<file path="config.mk">
export PLATFORM = sky130hd
export DESIGN_NAME = ftws_divider
export DESIGN_NICKNAME = d
export VERILOG_FILES = /design/src/rtl/ftws_divider.sv
export SDC_FILE = /design/constraint.sdc
export NUM_CORES = 1
export LEC_CHECK = 0
export ABC_AREA = 1
export BUFFER_PORTS_ARGS = -buffer_cell sky130_fd_sc_hd__buf_2
export CAP_MARGIN = 15
export CORE_UTILIZATION = 52
export DETAILED_ROUTE_END_ITERATION = 8
export PLACE_DENSITY_LB_ADDON = 0.05
export SLEW_MARGIN = 40
export SYNTH_ARGS = -nofsm -noshare
export SYNTH_HDL_FRONTEND = slang
export SYNTH_SLANG_ARGS = --single-unit
</file>
<file path="constraint.sdc">
create_clock -name clk -period 2.23 [get_ports clk]
set_input_delay 0.446 -clock clk [delete_from_list [all_inputs] [get_ports clk]]
set_output_delay 0.446 -clock clk [all_outputs]
set_load 0.03 [all_outputs]
</file>
<file path="src/rtl/ftws_divider.sv">
// ----------------------------------------------------------------------------
// ftws_divider: restoring divider, one quotient bit per cycle
// Divides the window sum by the held count.
// ----------------------------------------------------------------------------
module ftws_divider #(
	parameter int unsigned NUM_W = 34,
	parameter int unsigned DEN_W = 9
) (
	input  logic             clk,
	input  logic             arst_n,
	input  logic             start,
	input  logic [NUM_W-1:0] numer,
	input  logic [DEN_W-1:0] denom,
	output logic             done,
	output logic [NUM_W-1:0] quot
);
	localparam int unsigned CNT_W = $clog2(NUM_W + 1);

	logic [NUM_W-1:0] quot_q;
	logic [DEN_W:0]   rem_q;
	logic [CNT_W-1:0] cnt_q;
	logic             busy_q;
	logic [DEN_W:0]   trial;

	assign trial = {rem_q[DEN_W-1:0], quot_q[NUM_W-1]};

	always_ff @(posedge clk or negedge arst_n) begin
		if (!arst_n) begin
			busy_q <= 1'b0;
			cnt_q  <= '0;
		end else if (start) begin
			busy_q <= 1'b1;
			cnt_q  <= CNT_W'(NUM_W);
		end else if (busy_q) begin
			cnt_q <= cnt_q - 1'b1;
			if (cnt_q == CNT_W'(1)) busy_q <= 1'b0;
		end
	end

	always_ff @(posedge clk) begin
		if (start) begin
			quot_q <= numer;
			rem_q  <= '0;
		end else if (busy_q) begin
			if (trial >= {1'b0, denom}) begin
				rem_q  <= trial - {1'b0, denom};
				quot_q <= {quot_q[NUM_W-2:0], 1'b1};
			end else begin
				rem_q  <= trial;
				quot_q <= {quot_q[NUM_W-2:0], 1'b0};
			end
		end
	end

	assign done = busy_q && cnt_q == CNT_W'(1);
	assign quot = quot_q;
endmodule

</file>
Word level (Yosys, flattened, before mapping):

Index checks and enable logic that the tools add are counted.

* $add $sub $neg: 2
* $lt $le $gt $ge: 1
* equal/unequal tests: 1
* muxes and demuxes: 9
* reductions and logical operators: 2

Operators with widths (count)
* 34-bit two-way mux: 2
* 6-bit two-way mux: 2
* 10-bit by 9-bit >= comparator with 1-bit output: 1
* 9-bit two-way mux: 1
* 9-bit subtractor: 1
* 6-bit by 1-bit equality test with 1-bit output (second input constant): 1
* 6-bit by 1-bit subtractor with 6-bit output (second input constant): 1
* 1-bit two-way mux: 4
* 2-bit nonzero test: 1
* 1-bit logical AND: 1

* bits in registers: 50
* input bits: 46
* output and inout port bits: 35
* word-level logic and storage cells: 19

Logic depth before layout (Yosys ltp):

* depth in word-level cells: 4
* gate-level depth with buffers: 13
* mapped depth without buffers: 13

Worst setup path after synthesis:

OpenSTA, ideal clock, no wires.

* kind: register -> register
* from: reg quot_q[33], in the netlist quot[33]
* to: reg quot_q[0], in the netlist quot[0], data pin
* library setup time: 262 ps
* data arrival time: 1726 ps
* data required time: 1968 ps
* slack: 242 ps
* stages on the path, launching flop included: 10
* buffers on the path: 1
* clock period less this slack: 1988 ps
* cells stage by stage: edfxtp_1 -> inv_1 -> ha_1 -> inv_1 -> fa_1 -> nand4_1 -> nand2_1 -> nand2_2 -> buf_6 -> a31oi_1

* cells in the longest elaborated chain, start to end: 4

Ends and longest elaborated chain
* start: declaration: line 19 `logic [NUM_W-1:0] quot_q;`
* start signal: assignment: line 42 `quot_q <= numer;`
* start signal: assignment: line 47 `quot_q <= {quot_q[NUM_W-2:0], 1'b1};`
* start signal: assignment: line 50 `quot_q <= {quot_q[NUM_W-2:0], 1'b0};`
* 10-bit by 9-bit >= comparator with 1-bit output: line 45 `if (trial >= {1'b0, denom}) begin`
* 1-bit two-way mux: line 45
* 34-bit two-way mux: line 44 `end else if (busy_q) begin`
* 34-bit two-way mux: line 41 `if (start) begin`

Every way passes these cells. The select of a mux whose other input is x is not followed.
A chain may end at the register's enable or synchronous reset.

Worst setup path after layout:

* from: reg quot_q[33], in the netlist quot[33]
* to: reg rem_q[7]

* cells in the longest elaborated chain, start to end: 2
* elaborated cells between the ends (all ways): 3
* those cells by class: 1 x add/sub; 1 x order compare; 1 x mux

Ends and longest elaborated chain
* 9-bit subtractor or 10-bit by 9-bit >= comparator with 1-bit output (tied branches): line 46, 45
* 9-bit two-way mux (*): line 45
* end signal: assignment: line 46 `rem_q <= trial - {1'b0, denom};`
* end signal: assignment: line 49 `rem_q <= trial;`
* end: declaration: line 20 `logic [DEN_W:0] rem_q;`

Every way passes the cells marked *; elsewhere a longest branch is shown, timed or not.

==> summary.md <==
| Metric | Value |
|---|---|
| Worst-path maximum fanout | 11 |
| Std-Cell Rows | 26 |
| Layout cell share with drive strength beyond 1 | 23.9% |
| DRC viols | 0 |
| CORE AREA | 0.00511 mm^2 |
| Syn_nets | 407 |
| CTS tree | done |
| Syn-to-layout area delta | 20.8% |
| Fill cell count | 468 |
| DR vias/cell | 4.67 |
| Status | finished, final reports clean |
| Detailed placement HPWL | 4160 um |
| GRT Overall Usage | 21.1% |
| Die height | 74.8 um |
| Initial antenna violation count | 0 |
| WHS Endpoint | quot[20] |
| Die width | 74.8 um |
| Vias in the first global route | 1965 |
| I/O Buffers | 80 |
| CTS Buf Count | 5 |
| Max Cap Viol | 0 |
| FF/Latch Area | 0.00138 mm^2 |
| Pwr dens | 934 mW/mm^2 |
| Initial core utilization | 54.0% |
| Clock skew | 0.0111 ns |
| CTS sink cnt | 50 |
| Clock slew at reported path FFs | 0.09 ns |
| Worst R2R End | rem_q[7] |
| Worst skew pair latency | 0.30 ns |
| Final min period | 1.95 ns |
| Register area share after synthesis | 49.9% |
| # diodes | 0 |
| Yosys reg bits | 50 |
| Worst EP arrival | 2.20 ns |
| Starting DRT DRC Count | 108 |
| Syn. warnings | 0 |
| Commonest non-fill, non-tap cell in the layout | nand2_1 |
| Worst Hold Path Cells | 3 |
| LEAKAGE | 0.00186 uW |
| Worst Path Required | 2.48 ns |
| Synth cell types | 28 |
| H-Tree Depth | 2 |
| Fin Hold WS | 0.407 ns |
| Area of the multi-input gates | 0.00116 mm^2 |
| Worst-Margin Slew | 0.428 ns |
| Final max-slew violation count | 0 |
| Worst-case reg-to-reg path depth | 11 |
| Hold Crit Class | in -> reg |
| Syn Area/Cell | 7.91 um^2 |
| Hold Fails Final Rpt | 0 |
| Final Cycle Share | 87.5% |
| Critical Path Source | quot[33] |
| Setup TNS | 0 ns |
| Die Area | 0.00560 mm^2 |
| Wirelength per Cell | 11.1 um |
| Nets@finish | 488 |
| Worst Setup End Kind | register |
| Synthesized area | 0.00276 mm^2 |
| R2R setup slack | 0.28 ns |
| Critical Path Source Type | register |
| HP Start | numer[20] |
| Clock Path Buffers | 2 |
| CTS root buffer | clkbuf_8 |
| Largest net degree at the start of global routing | 35 |
| RSZ-0062 raised after global routing | false |
| Cell count after synthesis | 349 |
| Global-route wire length before repair | 8930 um |
| Setup Viol. Count Final | 0 |
| Most frequent cells in the layout | 164 x nand2_1, 80 x buf_2, 42 x inv_1 |
| Power, Total | 3110 uW |
| Peak Freq | 512 MHz |
| Final WL | 5580 um |
| Setup CP Type | reg -> reg |
| R2r startpoint | quot[33] |
| Post-DRT Antenna Nets | 0 |
| Slew headroom | 71.4% |
| Pre-Repair DR Iteration Count | 5 |
| IO Count | 81 |
| RePlAce Congestion | 0.835 |
| GRT overflow | 0 |
| Via count | 2340 |
| Maximum VDD drop | 0.439 mV |
## kinds of logic (layout without fill, tap and decap cells)
family	Yosys count	after routing	synth area share [%]
and+or+nand+nor	216	216	32.7
DFF	50	50	49.9
xor gates and xnor gates	3	3	0.953
AOI/OAI and AO/OA	14	14	2.68
adders and majority gates	12	12	5.71
buffers and inverters	54	136	8.12
## area by class of cell
| type | count | share of cell area (%) |
|---|---|---|
| tap | 70 | 2.63 |
| clock inverter | 3 | 0.563 |
| timing repair buffer | 86 | 13.8 |
| inverter | 42 | 4.73 |
| sequential | 50 | 41.3 |
| clock buffer | 5 | 2.06 |
| multi-input combinational | 245 | 34.9 |
## metrics by stage
stage	cell area [um^2]	setup slack, ns	util [%]	cells
after floorplan	2760	0.242	-	349
after global placement	3230	0.233	63.3	492
after global routing	3330	0.0235	65.3	501
final	3330	0.278	65.3	501
after CTS	3330	0.196	65.2	501
after detailed placement	3230	0.173	63.3	492
## worst max-delay path, stage by stage (launching register included)
cell and delay (ns):
edfxtp_1 0.39, inv_1 0.10, ha_1 0.14, inv_1 0.06, fa_1 0.42, nand4_1 0.14, nand2_1 0.11, nand2_4 0.15
nand2_2 0.15, nand2_1 0.10, nand3_1 0.06, nand2_1 0.08
## sequential cells by signal (all words and copies together), names as in the netlist
signal,flops
quot,34
rem_q,9
cnt_q,6
busy_q,1
## layer usage
layer / vias to the layer above / part of all wire (%) / track usage (%)
li1: 1260 / - / -
met1: 1015 / 47 / 29.0
met2: 61 / 48 / 34.2
met3: 4 / 4.3 / 4.95
met4: 0 / 0.43 / 4.40
met5: - / 0 / 0
## worst max-delay path by stage
stage               end  cells past startpoint
4_1_cts        rem_q[7]                     11
6_report       rem_q[7]                     11
3_3_place_gp   rem_q[7]                     11
5_1_grt        rem_q[5]                     11
3_5_place_dp   rem_q[7]                     11
2_1_floorplan   quot[0]                      9
## cells in the mapped netlist
cell type    n  area share, %
xnor2_1      3           0.95
nand2_1    164             22
a21oi_1      8            1.5
edfxtp_1    34             37
a22oi_1      1           0.27
nand2_2      4           0.91
nor2_1      10            1.4
fa_1         1           0.73
buf_6        2           0.82
a31oi_1      1           0.23
nand4_1      2           0.45
nor4_1       1           0.23
o21ai_0      3           0.54
ha_1        11            5.0
buf_2        2           0.36
nor2b_4      1           0.50
buf_1        1           0.14
nand3_1     27            4.9
inv_1       42            5.7
nor3_1       2           0.36
dfxtp_1      9            6.5
clkbuf_1     6           0.82
nor4_2       1           0.45
o21ai_1      1           0.18
nand3_2      2           0.73
dfrtp_1      7            6.3
buf_4        1           0.27
nor2_2       2           0.45
## power breakdown
group	switching, uW	internal (uW)	leakage [uW]
clock	298	221	0.0000483
sequential	123	1160	0.000529
combinational	823	485	0.00128
total	1240	1870	0.00186
## what timing repair did
action                                  CTS  global route
hold buffers                              1             0
gates resized for setup                   0             1
endpoints found under the setup margin    0             9
setup buffers                             0             0
hold endpoints to repair                  7             0
No activity file was read; power rests on OpenSTA's default activity.
