===== config.mk =====
export PLATFORM = sky130hd
export DESIGN_NAME = ftws_sort_cell
export DESIGN_NICKNAME = d
export VERILOG_FILES = /design/src/rtl/ftws_pkg.sv /design/src/rtl/ftws_sort_cell.sv
export SDC_FILE = /design/constraint.sdc
export NUM_CORES = 1
export LEC_CHECK = 0
export ABC_AREA = 0
export BUFFER_PORTS_ARGS = -buffer_cell sky130_fd_sc_hd__buf_4
export CORE_MARGIN = 8
export CORE_UTILIZATION = 46
export CTS_CLUSTER_DIAMETER = 120
export CTS_CLUSTER_SIZE = 28
export DETAILED_ROUTE_END_ITERATION = 16
export GPL_TIMING_DRIVEN = 0
export PLACE_DENSITY = 0.86
export SLEW_MARGIN = 20
export SYNTH_ARGS = -nofsm -noshare
export SYNTH_HDL_FRONTEND = slang
export SYNTH_SLANG_ARGS = --single-unit

===== constraint.sdc =====
create_clock -name clk -period 3 [get_ports clk]
set_input_delay 0.15 -clock clk [delete_from_list [all_inputs] [get_ports clk]]
set_output_delay 0.15 -clock clk [all_outputs]
set_load 0.1 [all_outputs]

===== src/rtl/ftws_pkg.sv =====
// ----------------------------------------------------------------------------
// ftws_pkg: shared types and constants for the frame time window statistics
// Widths of samples and counters, register indexes and the controller states.
// ----------------------------------------------------------------------------
package ftws_pkg;

	localparam int unsigned SAMPLE_W = 24;
	localparam int unsigned COUNT_W  = 32;
	localparam int unsigned CFG_W    = 24;
	localparam int unsigned RANK_W   = 7;
	localparam int unsigned CFG_IDX_W = 1;

	localparam logic [CFG_IDX_W-1:0] REG_PERCENTILE_RANK = 1'd0;
	localparam logic [CFG_IDX_W-1:0] REG_BUDGET_US       = 1'd1;

	localparam logic [RANK_W-1:0]   RANK_RESET   = 7'd99;
	localparam logic [SAMPLE_W-1:0] BUDGET_RESET = 24'd33333;

	// floor(x / 100) as (x * PCT_RECIP) >> PCT_SHIFT, exact for x below 199799
	localparam int unsigned PCT_RECIP = 167773;
	localparam int unsigned PCT_SHIFT = 24;

	typedef logic [SAMPLE_W-1:0] sample_t;

	typedef struct packed {
		sample_t frame_time_us;
	} in_item_t;

	typedef struct packed {
		logic [COUNT_W-1:0] frame_count;
		logic [COUNT_W-1:0] over_budget_count;
		sample_t            last_us;
		sample_t            peak_us;
		sample_t            mean_us;
		sample_t            percentile_us;
	} out_item_t;

	// Command broadcast to every sort cell in the same cycle.
	typedef enum logic [1:0] {
		CELL_HOLD,
		CELL_REMOVE,
		CELL_INSERT
	} cell_op_t;

	typedef struct packed {
		cell_op_t op;
		sample_t  value;
	} cell_cmd_t;

	typedef enum logic [2:0] {
		ST_IDLE,
		ST_REMOVE,
		ST_INSERT,
		ST_SCAN,
		ST_DIVIDE,
		ST_OUT
	} state_t;

endpackage


===== src/rtl/ftws_sort_cell.sv =====
// ----------------------------------------------------------------------------
// ftws_sort_cell: one slot of the sorted window
// Holds one sample and shifts to or from its neighbor on remove and insert.
// ----------------------------------------------------------------------------
module ftws_sort_cell (
	input  logic                clk,
	input  logic                arst_n,
	input  ftws_pkg::cell_cmd_t cmd,
	input  logic                left_valid,
	input  ftws_pkg::sample_t   left_value,
	input  logic                right_valid,
	input  ftws_pkg::sample_t   right_value,
	output logic                valid,
	output ftws_pkg::sample_t   value
);
	import ftws_pkg::*;

	logic    valid_q;
	sample_t value_q;
	logic    kill;
	logic    gt_self;
	logic    gt_left;

	// chain is sorted: cells from the first entry equal to the removed value on
	// are the ones at or above it, so each cell decides locally
	assign kill    = valid_q && value_q >= cmd.value;
	// new value goes after equal entries
	assign gt_self = valid_q && value_q > cmd.value;
	assign gt_left = left_valid && left_value > cmd.value;

	always_ff @(posedge clk or negedge arst_n) begin
		if (!arst_n) begin
			valid_q <= 1'b0;
		end else begin
			case (cmd.op)
				CELL_REMOVE: if (kill) valid_q <= right_valid;
				CELL_INSERT: if (!valid_q && left_valid) valid_q <= 1'b1;
				default: ;
			endcase
		end
	end

	always_ff @(posedge clk) begin
		case (cmd.op)
			CELL_REMOVE: if (kill) value_q <= right_value;
			CELL_INSERT: begin
				if (gt_left) value_q <= left_value;
				else if (gt_self || !valid_q) value_q <= cmd.value;
			end
			default: ;
		endcase
	end

	assign valid = valid_q;
	assign value = value_q;
endmodule


Word level (Yosys, flattened, before mapping):

Cells that the tools add are included.

* logic and storage cells: 26
* output and inout port bits: 25
* input port bits: 78
* flip-flop bits (word level): 25

* $lt $le $gt $ge: 3
* equal/unequal tests: 5
* reductions and logical operators: 9
* mux-type cells: 7

Operators with widths (number)
* $mux 24: 3
* $gt 24x24->1: 2
* $pmux 24 s2: 1
* $ge 24x24->1: 1
* $reduce_and 3->1: 2
* $logic_and 1x1->1: 4
* $ne 2x2->1 const B: 2
* $ne 3x3->1 const B: 1
* $eq 2x1->1 const B: 1
* $eq 2x2->1 const B: 1
* $mux 1: 2
* $pmux 1 s2: 1
* $reduce_bool 2->1: 1
* $logic_not 1->1: 1
* $logic_or 1x1->1: 1

Logic depth before layout (Yosys ltp):

* depth in word-level cells: 6
* depth in mapped cells: 10
* depth with buffers taken out: 8

Least setup slack after synthesis:

OpenSTA, ideal clock, no wires.

* path kind: reg2reg
* start point: register value_q[1] (netlist: value[1])
* end point: register value_q[0] (netlist: value[0]) (enable)
* library setup time: 412 ps
* path buffers: 0
* clock period less this slack: 3617 ps
* data required time: 2588 ps
* setup slack: -617 ps
* data arrival time: 3204 ps
* cell stages (with the launch flop): 8
* path through: edfxtp_1 > ha_1 > nor2b_1 > o211ai_1 > a2111o_1 > nand3_1 > a31oi_1 > o211ai_1

* cells in the longest elaborated chain, start to end: 5
* elaborated cells between the ends (all ways): 8
* those cells by class: 2 x order compare; 2 x eq/ne; 4 x reduce/logical

Ends and longest elaborated chain
* from (decl): line ftws_sort_cell.sv:19 `sample_t value_q;`
* from (signal assigned): line ftws_sort_cell.sv:45 `CELL_REMOVE: if (kill) value_q <= right_value;`
* from (signal assigned): line ftws_sort_cell.sv:47 `if (gt_left) value_q <= left_value;`
* from (signal assigned): line ftws_sort_cell.sv:48 `else if (gt_self || !valid_q) value_q <= cmd.value;`
* $gt 24x24->1: line ftws_sort_cell.sv:28 `assign gt_self = valid_q && value_q > cmd.value;`
* $logic_and 1x1->1: line ftws_sort_cell.sv:28
* $logic_or 1x1->1: line ftws_sort_cell.sv:48
* $ne 3x3->1 (no source line)
* $reduce_and 3->1 (no source line) (*)

Mark *: on every way between the ends. The rest lies on a longest branch, timed or not.
A chain may end at the register's enable or synchronous reset.

Worst setup path in the final report:

* start point: register value_q[14] (netlist: value[14])
* end point: register value_q[17] (netlist: value[17]) (enable)

Same word-level chain as after synthesis.

==> results.txt <==
slowest CP cell = or4_1
most frequent CP cell = buf_4
max-cap violations = 0
area of the multi-input gates = 1980 sq um
DP HPWL = 8120 microns
crit path launch = value[14]
post-synth cell types = 39
max incr delay on CP = 650 ps
# fillers = 549
sequential fraction of the synthesis area = 25.4%
later-pin clock latency in the skew report = 280 ps
most common cell after layout, fill and taps aside = buf_4
Util after Layout = 61.9%
Die Wd = 95.9 microns
async set-reset flop share out of synthesis = 4.00%
Worst Setup EP = value[17]
antenna cell count = 0
Max FO, Critical Path = 7
required time of the critical path = 3050 ps
critical-path cell list = ha_1, nand4_1, or4_1, nor3_1, o21ai_0, a31oi_1, o211ai_1, buf_4, buf_4
cell count after synthesis = 336
worst r2r dst = value[17]
Hold Vio Cnt, Final = 0
final instance area = 3890 sq um
Fin Clk Skew = 3.22 ps
Worst-path clk slew = 110 ps
1st-pass router iterations = 4
Yosys warning count = 0
Post-Place Cell Area = 3820 sq um
DIE HEIGHT = 95.9 microns
gr usage total = 21.0%
fin crit period = 2790 ps
Crit Path Category = flip-flop to flip-flop
share of cells above drive strength 1 = 28.6%
pin count of the biggest net entering global routing = 14
post-route ant nets = 0
drt total wl = 9920 microns
Worst Hold Class = input port to flip-flop
fin crit share = 93.0%
Via Count = 3,164
most frequent cells in the layout = buf_4 (108), ha_1 (48), nand2_1 (33)
Vias/cell = 6.04
grt total ovfl = 0
Post-CTS Resized = 0
pins over their slew limit = 0
Reg-to-Reg Start = value[14]
fmax = 359 MHz
port bufs = 102
Reg area = 746 sq um
P&R area growth vs syn = 32.4%
crit path launch type = flip-flop
Setup violations, final = 0
Synth Net Count = 462
clock tree buffer depth = 2
# IOs = 103
number of global-route vias before repair = 3,343
crit path DAT = 2840 ps
full die area = 9200 sq um
CTS Sinks = 25
syn avg cell area = 8.74 sq um
RSZ-0062 raised after global routing = no
max_slew headroom = 56.4%
crit path capture type = flip-flop
first-pass GRT wire length = 15,500 microns
Slew @ Worst Pin = 654 ps
initial antenna violation count = 0
status = complete, no violations
Synth Flop Type = edfxtp_1
Clock Tree Root = clkbuf_8
WL per Instance = 18.9 microns
peak supply drop = 0.255 mV
CTS buffer count = 3
H-tree levels = 1
Synth Cell Area = 2940 sq um
num rows = 29
R2R Setup Slk = 210 ps
Synth Register Bits = 25
EDFF count, synth = 24
leakage power = 1.75 nW
DR DRC count = 0
Reg2Reg Depth = 9
Routability Congestion = 0.873
Starting Density = 46.8%
core area = 6280 sq um
Iter 0 DRT Violations = 167
nets = 574
Pwr Density = 388 nW/um^2
CTS tree = yes
## where the power goes
part | switching [mW] | internal (mW) | leakage (nW)
clock network | 0.132 | 0.0956 | 0.0228
registers | 0.0265 | 0.440 | 0.237
logic | 0.551 | 0.264 | 1.49
total | 0.709 | 0.800 | 1.75
## sequential cells by signal (all words and copies together), names as in the netlist
signal  flops
valid       1
value      24
## cells in the mapped netlist, types with 2 or more instances
cell type / number / area, sq um
buf_6: 2 / 22.5
o2111ai_1: 14 / 123
a2bb2oi_1: 23 / 201
or4_1: 2 / 15.0
buf_2: 5 / 25.0
nand2b_1: 2 / 12.5
o211ai_1: 3 / 22.5
ha_1: 48 / 601
nor3_1: 3 / 15.0
nor2b_1: 3 / 18.8
a21o_1: 2 / 15.0
o21ai_0: 8 / 40.0
nand4_1: 13 / 81.3
nor2_1: 4 / 15.0
clkbuf_1: 15 / 56.3
a221oi_1: 2 / 17.5
nand3_1: 29 / 145
nand2_1: 33 / 124
a21oi_1: 24 / 120
inv_1: 26 / 97.6
edfxtp_1: 24 / 721
or3_1: 24 / 150
a31oi_1: 2 / 12.5
o2111ai_2: 10 / 150
## routing by layer
metal | part of all wire (%) | track usage [%]
met1 | 41 | 25.2
met2 | 50 | 36.9
met3 | 7.3 | 3.20
met4 | 2.0 | 7.81
met5 | 0 | 0
## logic make-up (layout without fill, tap and decap cells)
logic type / Yosys count / in the layout / synth area share, %
AND/OR/NAND/NOR: 117 / 117 / 20.7
flip-flops: 25 / 25 / 25.4
AO/OA/AOI/OAI: 96 / 96 / 26.2
buffers and inverters: 50 / 161 / 7.24
adder cells (fa/ha/maj): 48 / 48 / 20.5
## critical path, delay by kind of cell, from the launching register on
family,cells,cell delay [ps]
buf+inv,2,400
simple gates,3,980
flops,1,420
fa+ha+maj,1,350
compound gates,3,420
## final cells by class
type / count / share of cell area (%)
Multi-Input combinational cell: 261 / 50.9
Timing Repair Buffer: 108 / 20.9
Sequential cell: 25 / 19.2
Buffer: 23 / 2.86
Inverter: 26 / 2.51
Tap cell: 77 / 2.48
Clock buffer: 4 / 1.16
## through the flow
step           worst slack (ps)  std cells  hold WS [ps]  power (mW)  setup TNS, ps
4_1_cts                    33.0        522           160        1.50              0
6_report                    211        524           163        1.51              0
3_5_place_dp               -346        518         -74.0        1.28          -4520
5_1_grt                    38.3        524           162        1.58              0
3_3_place_gp               -821        515         -74.2        1.25         -19670
2_1_floorplan              -617        336          -146        1.03         -14800
## timing repair
item | CTS | global route
hold buffers | 1 | 0
endpoints found under the hold margin | 1 | 0
endpoints found under the setup margin | 7 | 7
buffers inserted | 0 | 2
pin swaps | 0 | 1
## worst min-delay path by stage
| stage | endpoint | cells past startpoint | slack, ps | from |
|---|---|---|---|---|
| floorplan | valid | 0 | -150 | arst_n |
| global placement | valid | 1 | -70 | arst_n |
| detailed placement | valid | 1 | -70 | arst_n |
| CTS | value[6] | 3 | 160 | right_value[6] |
| global route | value[6] | 3 | 160 | right_value[6] |
| finish | value[6] | 3 | 160 | right_value[6] |
Power figures use the tool's default switching activity.
